$ cat src/design/adet_pkg.sv
// shared widths, codes and transaction types of the ack delay ewma tracker
// no dependencies; imported by every module of the block
package adet_pkg;

	localparam int TIME_BITS  = 32;
	localparam int FRAC_BITS  = 16;
	localparam int FLOW_BITS  = 16;
	localparam int SEQ_BITS   = 32;
	localparam int RATE_BITS  = 24;
	localparam int DIVD_BITS  = TIME_BITS + FRAC_BITS;
	localparam int VAL_BITS   = (DIVD_BITS > 64) ? 64 : DIVD_BITS;
	localparam int SMP_BITS   = TIME_BITS + RATE_BITS;
	localparam int SUM_BITS   = SMP_BITS + 2;
	localparam int EWMA_FAST_SHIFT = 3;
	localparam int EWMA_SLOW_SHIFT = 8;

	localparam int IN_DATA_BITS  = FLOW_BITS + SEQ_BITS + 3 * TIME_BITS;
	localparam int OUT_DATA_BITS = 5 * VAL_BITS;

	localparam int QUEUE_DEPTH = 2;
	localparam int QPTR_BITS   = $clog2(QUEUE_DEPTH);
	localparam int QCNT_BITS   = $clog2(QUEUE_DEPTH + 1);

	localparam int DIV_STEPS   = DIVD_BITS;
	localparam int DCNT_BITS   = $clog2(DIV_STEPS);

	localparam int CFG_INDEX_BITS = 1;
	localparam int CFG_DATA_BITS  = RATE_BITS;

	typedef logic [CFG_INDEX_BITS-1:0] cfg_index_t;
	localparam cfg_index_t REG_OWN_FLOW    = 1'd0;
	localparam cfg_index_t REG_RATE_FACTOR = 1'd1;

	localparam logic [VAL_BITS-1:0] VAL_MAX = '1;

	typedef struct packed {
		logic                 matched;
		logic [SEQ_BITS-1:0]  seq;
		logic [TIME_BITS-1:0] sent;
		logic [TIME_BITS-1:0] recv;
		logic [TIME_BITS-1:0] stamp;
	} item_t;

	typedef struct packed {
		logic [VAL_BITS-1:0] rtt;
		logic [VAL_BITS-1:0] ratio;
		logic [VAL_BITS-1:0] slow;
		logic [VAL_BITS-1:0] recv;
		logic [VAL_BITS-1:0] send;
	} result_t;

endpackage

$ cat src/design/adet_front.sv
// front end: input register, flow classification and push into the queue
// depends on adet_pkg
module adet_front import adet_pkg::*; (
	input  logic                    clk,
	input  logic                    arst_n,
	input  logic                    s_tvalid,
	output logic                    s_tready,
	input  logic [IN_DATA_BITS-1:0] s_tdata,
	input  logic [FLOW_BITS-1:0]    own_flow,
	input  logic                    q_full,
	output logic                    q_push,
	output item_t                   q_item
);

	logic  valid_s1;
	item_t item_s1;
	logic  [FLOW_BITS-1:0] flow;

	assign flow     = s_tdata[FLOW_BITS-1:0];
	assign q_push   = valid_s1 && !q_full;
	assign q_item   = item_s1;
	assign s_tready = !valid_s1 || !q_full;

	always_ff @(posedge clk or negedge arst_n) begin
		if (!arst_n) begin
			valid_s1 <= 1'b0;
		end else if (s_tvalid && s_tready) begin
			valid_s1 <= 1'b1;
		end else if (q_push) begin
			valid_s1 <= 1'b0;
		end
	end

	// fields from the lowest bit up: flow, seq, sent, recv, stamp
	always_ff @(posedge clk) begin
		if (s_tvalid && s_tready) begin
			item_s1.matched <= (flow == own_flow);
			item_s1.seq     <= s_tdata[FLOW_BITS +: SEQ_BITS];
			item_s1.sent    <= s_tdata[FLOW_BITS + SEQ_BITS +: TIME_BITS];
			item_s1.recv    <= s_tdata[FLOW_BITS + SEQ_BITS + TIME_BITS +: TIME_BITS];
			item_s1.stamp   <= s_tdata[FLOW_BITS + SEQ_BITS + 2 * TIME_BITS +: TIME_BITS];
		end
	end

endmodule

$ cat src/design/adet_queue.sv
// short register queue between the front end and the back end
// depends on adet_pkg
module adet_queue import adet_pkg::*; (
	input  logic  clk,
	input  logic  arst_n,
	input  logic  push,
	input  item_t push_item,
	output logic  full,
	input  logic  pop,
	output item_t pop_item,
	output logic  empty
);

	item_t                entry_q [QUEUE_DEPTH];
	logic [QPTR_BITS-1:0] wr_ptr_q;
	logic [QPTR_BITS-1:0] rd_ptr_q;
	logic [QCNT_BITS-1:0] count_q;

	assign full     = (count_q == QCNT_BITS'(QUEUE_DEPTH));
	assign empty    = (count_q == '0);
	assign pop_item = entry_q[rd_ptr_q];

	always_ff @(posedge clk or negedge arst_n) begin
		if (!arst_n) begin
			wr_ptr_q <= '0;
			rd_ptr_q <= '0;
			count_q  <= '0;
		end else begin
			if (push && !full) begin
				wr_ptr_q <= (wr_ptr_q == QPTR_BITS'(QUEUE_DEPTH - 1)) ? '0 : wr_ptr_q + 1'b1;
			end
			if (pop && !empty) begin
				rd_ptr_q <= (rd_ptr_q == QPTR_BITS'(QUEUE_DEPTH - 1)) ? '0 : rd_ptr_q + 1'b1;
			end
			case ({push && !full, pop && !empty})
				2'b10:   count_q <= count_q + 1'b1;
				2'b01:   count_q <= count_q - 1'b1;
				default: count_q <= count_q;
			endcase
		end
	end

	always_ff @(posedge clk) begin
		if (push && !full) begin
			entry_q[wr_ptr_q] <= push_item;
		end
	end

endmodule

$ cat src/design/adet_div.sv
// restoring divider, one quotient bit per cycle, for the rtt ratio
// depends on adet_pkg
module adet_div import adet_pkg::*; (
	input  logic                 clk,
	input  logic                 arst_n,
	input  logic                 start,
	input  logic [DIVD_BITS-1:0] dividend,
	input  logic [TIME_BITS-1:0] divisor,
	output logic                 done,
	output logic [DIVD_BITS-1:0] quotient
);

	logic                 busy_q;
	logic                 done_q;
	logic [DCNT_BITS-1:0] cnt_q;
	logic [TIME_BITS-1:0] rem_q;
	logic [DIVD_BITS-1:0] quo_q;
	logic [TIME_BITS-1:0] dsor_q;
	logic [TIME_BITS:0]   rem_sh;
	logic                 fits;

	assign rem_sh   = {rem_q, quo_q[DIVD_BITS-1]};
	assign fits     = (rem_sh >= {1'b0, dsor_q});
	assign done     = done_q;
	assign quotient = quo_q;

	always_ff @(posedge clk or negedge arst_n) begin
		if (!arst_n) begin
			busy_q <= 1'b0;
			done_q <= 1'b0;
			cnt_q  <= '0;
		end else begin
			done_q <= 1'b0;
			if (start) begin
				busy_q <= 1'b1;
				cnt_q  <= '0;
			end else if (busy_q) begin
				cnt_q <= cnt_q + 1'b1;
				if (cnt_q == DCNT_BITS'(DIV_STEPS - 1)) begin
					busy_q <= 1'b0;
					done_q <= 1'b1;
				end
			end
		end
	end

	// dividend bits shift out of the top while quotient bits shift in below
	always_ff @(posedge clk) begin
		if (start) begin
			rem_q  <= '0;
			quo_q  <= dividend;
			dsor_q <= divisor;
		end else if (busy_q) begin
			rem_q <= fits ? TIME_BITS'(rem_sh - {1'b0, dsor_q}) : rem_sh[TIME_BITS-1:0];
			quo_q <= {quo_q[DIVD_BITS-2:0], fits};
		end
	end

endmodule

$ cat src/design/adet_back.sv
// back end: tracker state, update sequencer, shared multiplier and result register
// depends on adet_pkg and adet_div
module adet_back import adet_pkg::*; (
	input  logic                     clk,
	input  logic                     arst_n,
	input  logic [RATE_BITS-1:0]     rate_factor,
	input  logic                     q_empty,
	input  item_t                    q_item,
	output logic                     q_pop,
	output logic                     m_tvalid,
	input  logic                     m_tready,
	output logic [OUT_DATA_BITS-1:0] m_tdata,
	output logic                     m_matched
);

	typedef enum logic [6:0] {
		ST_IDLE  = 7'b0000001,
		ST_CALC  = 7'b0000010,
		ST_MUL_S = 7'b0000100,
		ST_MUL_R = 7'b0001000,
		ST_UPD   = 7'b0010000,
		ST_DIV   = 7'b0100000,
		ST_EMIT  = 7'b1000000
	} state_t;

	state_t state_q;
	item_t  cur_q;

	logic [TIME_BITS-1:0] prev_sent_q, prev_recv_q, prev_stamp_q, lowest_q;
	logic [SEQ_BITS-1:0]  top_ack_q;
	logic [VAL_BITS-1:0]  rtt_avg_q, send_avg_q, recv_avg_q, slow_avg_q, ratio_q;

	logic [TIME_BITS-1:0] rtt_q, send_int_q, recv_int_q;
	logic                 inord_q;
	logic [SMP_BITS-1:0]  s_smp_q, r_smp_q;

	logic                 out_valid_q;
	logic                 out_match_q;
	result_t              out_q;

	logic [TIME_BITS-1:0] rtt, send_int, recv_int;
	logic                 first, inord;
	logic [TIME_BITS-1:0] mul_op;
	logic [SMP_BITS-1:0]  product;
	logic [DIVD_BITS-1:0] rtt_fixed;
	logic                 div_start, div_done;
	logic [DIVD_BITS-1:0] div_quo;
	logic                 out_free;

	function automatic logic [VAL_BITS-1:0] ewma(input logic [VAL_BITS-1:0] avg,
			input logic [SMP_BITS-1:0] smp, input logic slow);
		logic [SUM_BITS-1:0] avg_w;
		logic [SUM_BITS-1:0] sum;
		logic [SUM_BITS-1:0] shr;
		avg_w = SUM_BITS'(avg);
		// avg * (2^k - 1) as a shift and subtract
		if (slow) begin
			sum = (avg_w << EWMA_SLOW_SHIFT) - avg_w + SUM_BITS'(smp);
			shr = sum >> EWMA_SLOW_SHIFT;
		end else begin
			sum = (avg_w << EWMA_FAST_SHIFT) - avg_w + SUM_BITS'(smp);
			shr = sum >> EWMA_FAST_SHIFT;
		end
		return (shr > SUM_BITS'(VAL_MAX)) ? VAL_MAX : shr[VAL_BITS-1:0];
	endfunction

	assign rtt      = (cur_q.recv >= cur_q.sent) ? cur_q.recv - cur_q.sent : '0;
	assign send_int = (cur_q.sent >= prev_sent_q) ? cur_q.sent - prev_sent_q : '0;
	assign recv_int = (cur_q.stamp >= prev_stamp_q) ? cur_q.stamp - prev_stamp_q : '0;
	assign first    = (prev_sent_q == '0) || (prev_recv_q == '0);
	assign inord    = ((cur_q.seq - SEQ_BITS'(1)) == top_ack_q);

	assign mul_op    = (state_q == ST_MUL_S) ? send_int_q : recv_int_q;
	assign product   = SMP_BITS'(mul_op) * SMP_BITS'(rate_factor);
	assign rtt_fixed = {rtt_q, {FRAC_BITS{1'b0}}};

	assign q_pop     = (state_q == ST_IDLE) && !q_empty;
	assign div_start = (state_q == ST_UPD) && (lowest_q != '0);
	assign out_free  = !out_valid_q || m_tready;

	adet_div u_div (
		.clk      (clk),
		.arst_n   (arst_n),
		.start    (div_start),
		.dividend (rtt_fixed),
		.divisor  (lowest_q),
		.done     (div_done),
		.quotient (div_quo)
	);

	always_ff @(posedge clk or negedge arst_n) begin
		if (!arst_n) begin
			state_q      <= ST_IDLE;
			prev_sent_q  <= '0;
			prev_recv_q  <= '0;
			prev_stamp_q <= '0;
			lowest_q     <= '0;
			top_ack_q    <= '0;
			rtt_avg_q    <= '0;
			send_avg_q   <= '0;
			recv_avg_q   <= '0;
			slow_avg_q   <= '0;
			ratio_q      <= '0;
			out_valid_q  <= 1'b0;
		end else begin
			if (state_q == ST_EMIT && out_free) begin
				out_valid_q <= 1'b1;
			end else if (out_valid_q && m_tready) begin
				out_valid_q <= 1'b0;
			end
			unique case (state_q)
				ST_IDLE: begin
					if (!q_empty) begin
						state_q <= ST_CALC;
					end
				end
				ST_CALC: begin
					if (!cur_q.matched) begin
						state_q <= ST_EMIT;
					end else begin
						if (cur_q.seq > top_ack_q) begin
							top_ack_q <= cur_q.seq;
						end
						if (first) begin
							prev_sent_q  <= cur_q.sent;
							prev_recv_q  <= cur_q.recv;
							prev_stamp_q <= cur_q.stamp;
							lowest_q     <= rtt;
							rtt_avg_q    <= VAL_BITS'({rtt, {FRAC_BITS{1'b0}}});
							state_q      <= ST_EMIT;
						end else begin
							if (inord) begin
								prev_sent_q  <= cur_q.sent;
								prev_recv_q  <= cur_q.recv;
								prev_stamp_q <= cur_q.stamp;
							end
							if (rtt < lowest_q) begin
								lowest_q <= rtt;
							end
							state_q <= ST_MUL_S;
						end
					end
				end
				ST_MUL_S: state_q <= ST_MUL_R;
				ST_MUL_R: state_q <= ST_UPD;
				ST_UPD: begin
					if (inord_q) begin
						send_avg_q <= ewma(send_avg_q, s_smp_q, 1'b0);
						recv_avg_q <= ewma(recv_avg_q, r_smp_q, 1'b0);
						slow_avg_q <= ewma(slow_avg_q, r_smp_q, 1'b1);
					end
					rtt_avg_q <= ewma(rtt_avg_q, SMP_BITS'(rtt_fixed), 1'b0);
					// zero minimum rtt saturates the ratio
					if (lowest_q == '0) begin
						ratio_q <= VAL_MAX;
						state_q <= ST_EMIT;
					end else begin
						state_q <= ST_DIV;
					end
				end
				ST_DIV: begin
					if (div_done) begin
						ratio_q <= VAL_BITS'(div_quo);
						state_q <= ST_EMIT;
					end
				end
				ST_EMIT: begin
					if (out_free) begin
						state_q <= ST_IDLE;
					end
				end
				default: state_q <= ST_IDLE;
			endcase
		end
	end

	always_ff @(posedge clk) begin
		if (q_pop) begin
			cur_q <= q_item;
		end
		if (state_q == ST_CALC) begin
			rtt_q      <= rtt;
			send_int_q <= send_int;
			recv_int_q <= recv_int;
			inord_q    <= inord;
		end
		if (state_q == ST_MUL_S) begin
			s_smp_q <= product;
		end
		if (state_q == ST_MUL_R) begin
			r_smp_q <= product;
		end
		if (state_q == ST_EMIT && out_free) begin
			out_match_q <= cur_q.matched;
			out_q.send  <= send_avg_q;
			out_q.recv  <= recv_avg_q;
			out_q.slow  <= slow_avg_q;
			out_q.ratio <= ratio_q;
			out_q.rtt   <= rtt_avg_q;
		end
	end

	assign m_tvalid  = out_valid_q;
	assign m_tdata   = out_q;
	assign m_matched = out_match_q;

endmodule

$ cat src/design/ack_delay_ewma_tracker.sv
// top level of the ack delay ewma tracker: config registers, front end, queue, back end
// depends on adet_pkg, adet_front, adet_queue, adet_back
//
// One acknowledgment per input transaction, one result transaction per acknowledgment,
// in order. Acks of the configured flow update the minimum and smoothed rtt and, after the
// first, the rtt ratio and (if in order) the send, receive and slow receive interval ewmas;
// other flows report the current state with the matched flag low. The back end handles one
// ack at a time: a tracked ack passes pop, compute, two products on the shared 32x24
// multiplier, ewma update, the one-bit-per-cycle ratio divider and result load; the first
// ack of the flow and acks of other flows skip multiplier and divider, a zero minimum rtt
// skips the divider. An input register and a two-entry queue let the input side run ahead
// of the back end, and a result register lets the back end finish while the previous result
// waits. Configuration is written only while idle: a user rule, not enforced by the block.
module ack_delay_ewma_tracker import adet_pkg::*; (
	input  logic                     clk,
	input  logic                     arst_n,
	input  logic                     s_tvalid,
	output logic                     s_tready,
	input  logic [IN_DATA_BITS-1:0]  s_tdata,   // ack_flow, seq_number, sent_time, recv_time, receiver_stamp
	output logic                     m_tvalid,
	input  logic                     m_tready,
	output logic [OUT_DATA_BITS-1:0] m_tdata,   // send_ewma, recv_ewma, slow_recv_ewma, ratio_out, rtt_smoothed
	output logic [0:0]               m_tuser,   // matched
	input  logic                     cfg_wen,
	input  cfg_index_t               cfg_index,
	input  logic [CFG_DATA_BITS-1:0] cfg_data
);

	logic [FLOW_BITS-1:0] own_flow_q;
	logic [RATE_BITS-1:0] rate_factor_q;

	logic  q_push, q_pop, q_full, q_empty;
	item_t push_item, pop_item;
	logic  matched;

	always_ff @(posedge clk or negedge arst_n) begin
		if (!arst_n) begin
			own_flow_q    <= '0;
			rate_factor_q <= RATE_BITS'(1) << FRAC_BITS;
		end else if (cfg_wen) begin
			unique case (cfg_index)
				REG_OWN_FLOW:    own_flow_q    <= cfg_data[FLOW_BITS-1:0];
				REG_RATE_FACTOR: rate_factor_q <= cfg_data[RATE_BITS-1:0];
				default: ;
			endcase
		end
	end

	adet_front u_front (
		.clk      (clk),
		.arst_n   (arst_n),
		.s_tvalid (s_tvalid),
		.s_tready (s_tready),
		.s_tdata  (s_tdata),
		.own_flow (own_flow_q),
		.q_full   (q_full),
		.q_push   (q_push),
		.q_item   (push_item)
	);

	adet_queue u_queue (
		.clk       (clk),
		.arst_n    (arst_n),
		.push      (q_push),
		.push_item (push_item),
		.full      (q_full),
		.pop       (q_pop),
		.pop_item  (pop_item),
		.empty     (q_empty)
	);

	adet_back u_back (
		.clk         (clk),
		.arst_n      (arst_n),
		.rate_factor (rate_factor_q),
		.q_empty     (q_empty),
		.q_item      (pop_item),
		.q_pop       (q_pop),
		.m_tvalid    (m_tvalid),
		.m_tready    (m_tready),
		.m_tdata     (m_tdata),
		.m_matched   (matched)
	);

	assign m_tuser = matched;

endmodule

$ cat config.mk
export PLATFORM = sky130hd
export DESIGN_NAME = ack_delay_ewma_tracker
export DESIGN_NICKNAME = d
export VERILOG_FILES = /design/src/design/adet_pkg.sv /design/src/design/adet_front.sv /design/src/design/adet_queue.sv /design/src/design/adet_div.sv /design/src/design/adet_back.sv /design/src/design/ack_delay_ewma_tracker.sv
export SDC_FILE = /design/constraint.sdc
export NUM_CORES = 2
export LEC_CHECK = 0
export BUFFER_PORTS_ARGS = -buffer_cell sky130_fd_sc_hd__buf_2
export CORE_ASPECT_RATIO = 1.25
export CORE_UTILIZATION = 62
export DETAILED_ROUTE_END_ITERATION = 6
export PLACE_DENSITY = 0.76
export SYNTH_ARGS = -nofsm -noshare
export SYNTH_HDL_FRONTEND = slang
export SYNTH_SLANG_ARGS = --single-unit
$ cat constraint.sdc
create_clock -name clk -period 23.7 [get_ports clk]
set_input_delay 3.555 -clock clk [delete_from_list [all_inputs] [get_ports clk]]
set_output_delay 3.555 -clock clk [all_outputs]
set_load 0.05 [all_outputs]
After elaboration in Yosys (flattened, before gate mapping):

Memory sizes are Yosys's and may differ from the RTL's. A register that Yosys moved wholly into a read port is not among the register bits.
Cells that the tools add are included.

* add/subtract/negate cells: 18
* $mul: 1
* div/mod/pow operators: 0
* $lt $le $gt $ge: 10
* eq/ne operators: 19
* shifts and indexed selects: 0
* muxes and demuxes: 54
* bitwise logic cells: 1
* reductions and logical operators: 37

Operator list (number)
* 48-bit 2-to-1 mux: 10
* 58-bit 2-to-1 mux: 7
* 32-bit 2-to-1 mux: 11
* 58-bit by 48-bit greater-than comparator with 1-bit output, second input constant: 4
* 48-bit one-hot mux with 2 select lines: 2
* 58-bit by 56-bit adder with 58-bit output: 3
* 51-bit by 48-bit subtractor with 52-bit output: 3
* 32-bit subtractor: 4
* 32-bit >= comparator: 3
* 32-bit logical NOT: 3
* 58-bit by 48-bit adder with 58-bit output: 1
* 56-bit by 48-bit subtractor with 57-bit output: 1
* 32-bit by 24-bit multiplier with 56-bit output: 1
* 7-bit one-hot mux with 7 select lines: 1
* 7-bit 2-to-1 mux: 6
* 33-bit by 32-bit >= comparator with 1-bit output: 1
* 32-bit == test: 1
* 32-bit greater-than comparator: 1
* 32-bit < comparator: 1
* 32-bit nonzero test: 1
* 32-bit by 1-bit subtractor with 32-bit output, second input constant: 1
* 3-bit AND reduction: 6
* 16-bit == test: 1
* 2-bit nonzero test: 8
* other kinds (25): 59

* bits in registers: 1152
* bits in latches: 0
* memory bits (writable): 258
* memory bits (read-only): 0
* input port bits: 174
* word-level logic and storage cells: 183
* memories: 1

Memory list
* u_queue.entry_q: words 2, bits a word 129, rd ports 1, clocked after Yosys merged registers in 1, wr ports 1, RTL line adet_queue.sv:14 `item_t entry_q [QUEUE_DEPTH];`

Longest topological paths before layout:

* depth in word-level cells: 6
* mapped depth: 33
* gate-level depth less buffers: 31

Cells and area by module:

From an unflattened synthesis, not the netlist that was laid out.

* cell total of the unflattened synthesis: 9607
* area total of the unflattened synthesis: 105302.2 µm²

By module, submodules not included
* adet_back: times used 1, cells each 8333, area an instance 83368.7 µm², seq. area each 27597.7 µm²
* adet_queue: times used 1, cells each 419, area an instance 9529.1 µm², seq. area each 7847.5 µm²
* adet_div: times used 1, cells each 614, area an instance 6666.4 µm², seq. area each 3243.1 µm²
* adet_front: times used 1, cells each 155, area an instance 4098.9 µm², seq. area each 3898.7 µm²
* ack_delay_ewma_tracker: times used 1, cells each 86, area an instance 1639.1 µm², seq. area each 1002.2 µm²

Worst setup path after synthesis:

Ideal clock, no wire load.

* path type: input port to flip-flop
* start point: input m_tready
* end point: register u_back.out_match_q (netlist: u_back.m_matched), enable pin
* setup time: 0.871 ns
* arrival time: 14.236 ns
* data required time: 22.829 ns
* slack: 8.593 ns
* stages: 2
* buffers on the path: 0
* path through: nand2b_1 -> nor2b_1

* word-level cells in the longest chain between the ends: 2

Ends and longest elaborated chain
* start, declared: RTL line ack_delay_ewma_tracker.sv:21 `input logic m_tready,`
* 1-bit logical OR: RTL line adet_back.sv:79 `assign out_free = !out_valid_q || m_tready;`
* 1-bit logical AND: RTL line adet_back.sv:193 `if (state_q == ST_EMIT && out_free) begin`
* end signal, assigned: RTL line adet_back.sv:194 `out_match_q <= cur_q.matched;`
* end, declared: RTL line adet_back.sv:38 `logic out_match_q;`

No other way between the ends.
A chain may end at the register's enable or synchronous reset.

Final worst setup path:

* start point: register u_back.state_q[6]
* end point: register u_back.r_smp_q[53] (data pin)

* word-level cells in the longest chain between the ends: 3

Ends and longest elaborated chain
* start, declared: RTL line adet_back.sv:26 `state_t state_q;`
* start signal, assigned: RTL line adet_back.sv:93 `state_q <= ST_IDLE;`
* start signal, assigned: RTL line adet_back.sv:114 `state_q <= ST_CALC;`
* start signal, assigned: RTL line adet_back.sv:119 `state_q <= ST_EMIT;`
* 7-bit by 3-bit == test with 1-bit output: RTL line adet_back.sv:73 `assign mul_op = (state_q == ST_MUL_S) ? send_int_q : recv_int_q;`
* 32-bit 2-to-1 mux: RTL line adet_back.sv:73
* 32-bit by 24-bit multiplier with 56-bit output: RTL line adet_back.sv:74 `assign product = SMP_BITS'(mul_op) * SMP_BITS'(rate_factor);`
* named net u_back.product[53]: RTL line adet_back.sv:44 `logic [SMP_BITS-1:0] product;`
* end signal, assigned: RTL line adet_back.sv:191 `r_smp_q <= product;`
* end, declared: RTL line adet_back.sv:35 `logic [SMP_BITS-1:0] s_smp_q, r_smp_q;`

The timed path passes the listed nets, and every way through them passes these cells.

==> Implementation_results.wiki <==
{| class="wikitable"
! Metric !! Value
|-
| Result of the run || completed
|-
| CTS clock-pin slew for the worst setup and hold paths || 0.06 ns
|-
| 1st-pass router iterations || 7
|-
| Post-place instance area || 110000 um2
|-
| Hold Crit Depth || 0
|-
| Final worst hold slack || 0.441 ns
|-
| CTS Hold Bufs || 0
|-
| Number of unique standard cell types used by synthesis || 100
|-
| Synthesized area divided by synthesized cell count || 10.7 um2
|-
| Count of routing violations after the opening detailed-route iteration || 6023
|-
| DR WL/cell || 21.1 um
|-
| TritonCTS buffer count || 153
|-
| Max-cap check violation count || 0
|-
| Unrepaired setup endpoints after global routing || false
|-
| Cell Area, Synth || 106000 um2
|-
| Final Cycle Share || 46.4%
|-
| Die Span Y || 465 um
|-
| Fraction of final layout cells sized beyond drive strength 1 || 11.0%
|-
| Synthesis warning total || 0
|-
| Hold Vio Cnt, Final || 0
|-
| Ranking of synthesized cells by area || sky130_fd_sc_hd__edfxtp_1, sky130_fd_sc_hd__fa_1, sky130_fd_sc_hd__dfrtp_1, sky130_fd_sc_hd__ha_1, sky130_fd_sc_hd__inv_1
|-
| Slowest Stage Delay on Critical Path || 0.82 ns
|-
| Hold-critical path endpoint || u_queue.entry_q[1][61]
|-
| Synthesized Nets || 11500
|-
| Count of non-filler cells in the finished layout || 12600
|-
| Number of post-CTS setup repair buffers || 0
|-
| GP Congestion || 0.986
|-
| Number of I/O pins || 417
|-
| Final #Nets || 11800
|-
| Crit path required time || 24.25 ns
|-
| Most numerous cell types in the synthesized netlist || sky130_fd_sc_hd__inv_1, sky130_fd_sc_hd__edfxtp_1, sky130_fd_sc_hd__nand2_1
|-
| Clock tree skew after final layout || 0.0704 ns
|-
| Vias in the first global route || 76800
|-
| Die Area || 173000 um2
|-
| CTS Sinks || 1539
|-
| CP Max Fanout || 62
|-
| Total via count after detailed routing || 75200
|-
| Overall fraction of global-route tracks in use || 30.9%
|-
| Share of synthesized registers carrying an async set or reset || 30.0%
|-
| Worst r2r src || u_back.state_q[6]
|-
| Post-layout minimum cycle time || 10.99 ns
|-
| Max-slew violations || 0
|-
| Startpoint type of the worst setup path || flop
|-
| Std cell rows || 169
|-
| Area Growth Syn to Fin || 8.97%
|-
| Number of port buffers || 416
|-
| CTS Buffer Depth || 3
|-
| Skew-Pair Late Insertion Delay || 0.85 ns
|-
| CP arrival || 11.54 ns
|-
| Headroom to the max-slew limit || 5.00%
|-
| PostCTS Resize Cnt || 0
|-
| Number of synthesized register bits || 1539
|-
| Number of cells traversed by the worst register-to-register path || 32
|-
| R2r endpoint || u_back.r_smp_q[53]
|-
| Cell count after synthesis || 9878
|-
| Hold/Removal Path Class || flop to flop
|-
| Initial cell density of the core || 62.5%
|-
| TritonCTS clock tree || built
|-
| H-tree depth reported by CTS || 4
|-
| Average vias per placed instance || 5.99
|-
| Share of the synthesized area in the top cell type || 29.1%
|-
| Dpl cells || 12300
|-
| Final non-filler cell area || 116000 um2
|-
| Antenna violations before repair || 6
|-
| Count leader, synth || sky130_fd_sc_hd__inv_1
|-
| Worst-case register-to-register setup slack || 12.71 ns
|-
| Number of enable-type register cells in the synthesized netlist || 1030
|-
| Total negative slack for setup checks || 0 ns
|-
| Final routed DRC violation total || 0
|-
| Global-route wire length before repair || 415 mm
|-
| Top flip-flop cell by instance count after synthesis || sky130_fd_sc_hd__edfxtp_1
|-
| Largest net degree at the start of global routing || 97
|-
| Achievable Freq || 91.0 MHz
|-
| Final Setup Violations || 0
|-
| CTS Root Cell || sky130_fd_sc_hd__clkbuf_16
|-
| Die Span X || 372 um
|-
| Post-detailed-routing wire length || 265 mm
|-
| Most numerous cell on the critical path || sky130_fd_sc_hd__fa_1
|-
| Grt total ovfl || 0
|-
| Endpoint type of the worst setup path || flop
|-
| Area leader, netlist || sky130_fd_sc_hd__edfxtp_1
|-
| Slowest CP cell || sky130_fd_sc_hd__a2111oi_0
|-
| Transition at the pin with the smallest max-transition slack || 1.42 ns
|-
| Hold path start || u_front.q_item[61]
|-
| DRT antenna net count || 0
|-
| Final HPWL DP || 202 mm
|-
| CP Class || flop to flop
|-
| Standard cell core area || 170000 um2
|-
| Fraction of the yosys area taken by sequential cells || 40.9%
|}
cells by family (layout without fill, tap and decap cells):
group                      count (synthesis)  after routing  synth area share (%)
adders and majority gates               1416           1416                  21.4
muxes                                    415            415                  4.34
other                                      0              4                     0
DFF                                     1539           1539                  40.9
and+or+nand+nor                         2500           2500                  11.5
buffers and inverters                   1578           2030                  5.66
AOI/OAI and AO/OA                       1885           1885                  11.7
xor gates and xnor gates                 545            545                  4.50
worst max-delay path: cells and delay by family (launching register included):
kind / cells / cell delay [ns]
simple gates: 7 / 1.36
flops: 1 / 0.44
fa+ha+maj: 8 / 3.87
buf+inv: 7 / 1.39
mux: 1 / 0.63
compound gates: 8 / 2.89
xor+xnor: 1 / 0.11
registers in the layout (all words and copies together) (netlist names), 56 cells and up:
name             count
u_queue.entry_q    258
u_back.m_tdata     240
u_back.cur_q       129
u_front.q_item     129
u_back.r_smp_q      56
u_back.s_smp_q      56
layout by cell type, fill, tap and decap left out, types with 303 or more instances in the layout:
| cell | n |
|---|---|
| sky130_fd_sc_hd__nand2_1 | 769 |
| sky130_fd_sc_hd__ha_1 | 753 |
| sky130_fd_sc_hd__a21oi_1 | 535 |
| sky130_fd_sc_hd__buf_2 | 415 |
| sky130_fd_sc_hd__fa_1 | 663 |
| sky130_fd_sc_hd__inv_1 | 1253 |
| sky130_fd_sc_hd__mux2_2 | 325 |
| sky130_fd_sc_hd__o21ai_0 | 303 |
| sky130_fd_sc_hd__and2_1 | 427 |
| sky130_fd_sc_hd__dfrtp_1 | 457 |
| sky130_fd_sc_hd__xnor2_1 | 359 |
| sky130_fd_sc_hd__edfxtp_1 | 1030 |
| sky130_fd_sc_hd__a21o_1 | 307 |
| sky130_fd_sc_hd__nor2_1 | 573 |
metal layers:
layer | up-vias | GRT usage, % | wire length [um]
met5 | - | 0 | 0
met4 | 0 | 15.1 | 13900
met3 | 680 | 4.89 | 18400
met2 | 2831 | 51.7 | 128000
met1 | 36900 | 38.9 | 105000
li1 | 34800 | - | -
metrics by stage:
stage                     setup slack [ns]  util [%]
final                                12.71      68.1
after global routing                 11.99      68.1
after CTS                            12.70      68.1
after detailed placement             12.75      65.0
after global placement               12.80      65.0
after floorplan                       8.59         -
layout make-up:
cell class | instances | area [um2]
inverters | 1253 | 4700
fillers | 12600 | 54200
repair buffers | 492 | 2660
flip-flops and latches | 1539 | 43400
well taps | 2223 | 2780
diodes | 4 | 10.0
clock inverters | 88 | 1140
multi-input cells | 6761 | 56800
clock buffers | 197 | 4100
worst max path at each step:
| stage | start | end | slack (ns) | cells after the start |
|---|---|---|---|---|
| 2_1_floorplan | m_tready | u_back.m_matched | 8.59 | 2 |
| 3_3_place_gp | u_back.state_q[6] | u_back.r_smp_q[53] | 12.80 | 32 |
| 3_5_place_dp | u_back.state_q[6] | u_back.r_smp_q[53] | 12.75 | 32 |
| 4_1_cts | u_back.state_q[6] | u_back.r_smp_q[53] | 12.70 | 32 |
| 5_1_grt | u_back.state_q[6] | u_back.r_smp_q[53] | 11.99 | 32 |
| 6_report | u_back.state_q[6] | u_back.r_smp_q[53] | 12.71 | 32 |
Power is not shown: default switching activity piles up to over one toggle a cycle in this logic, so the estimate is an artifact.
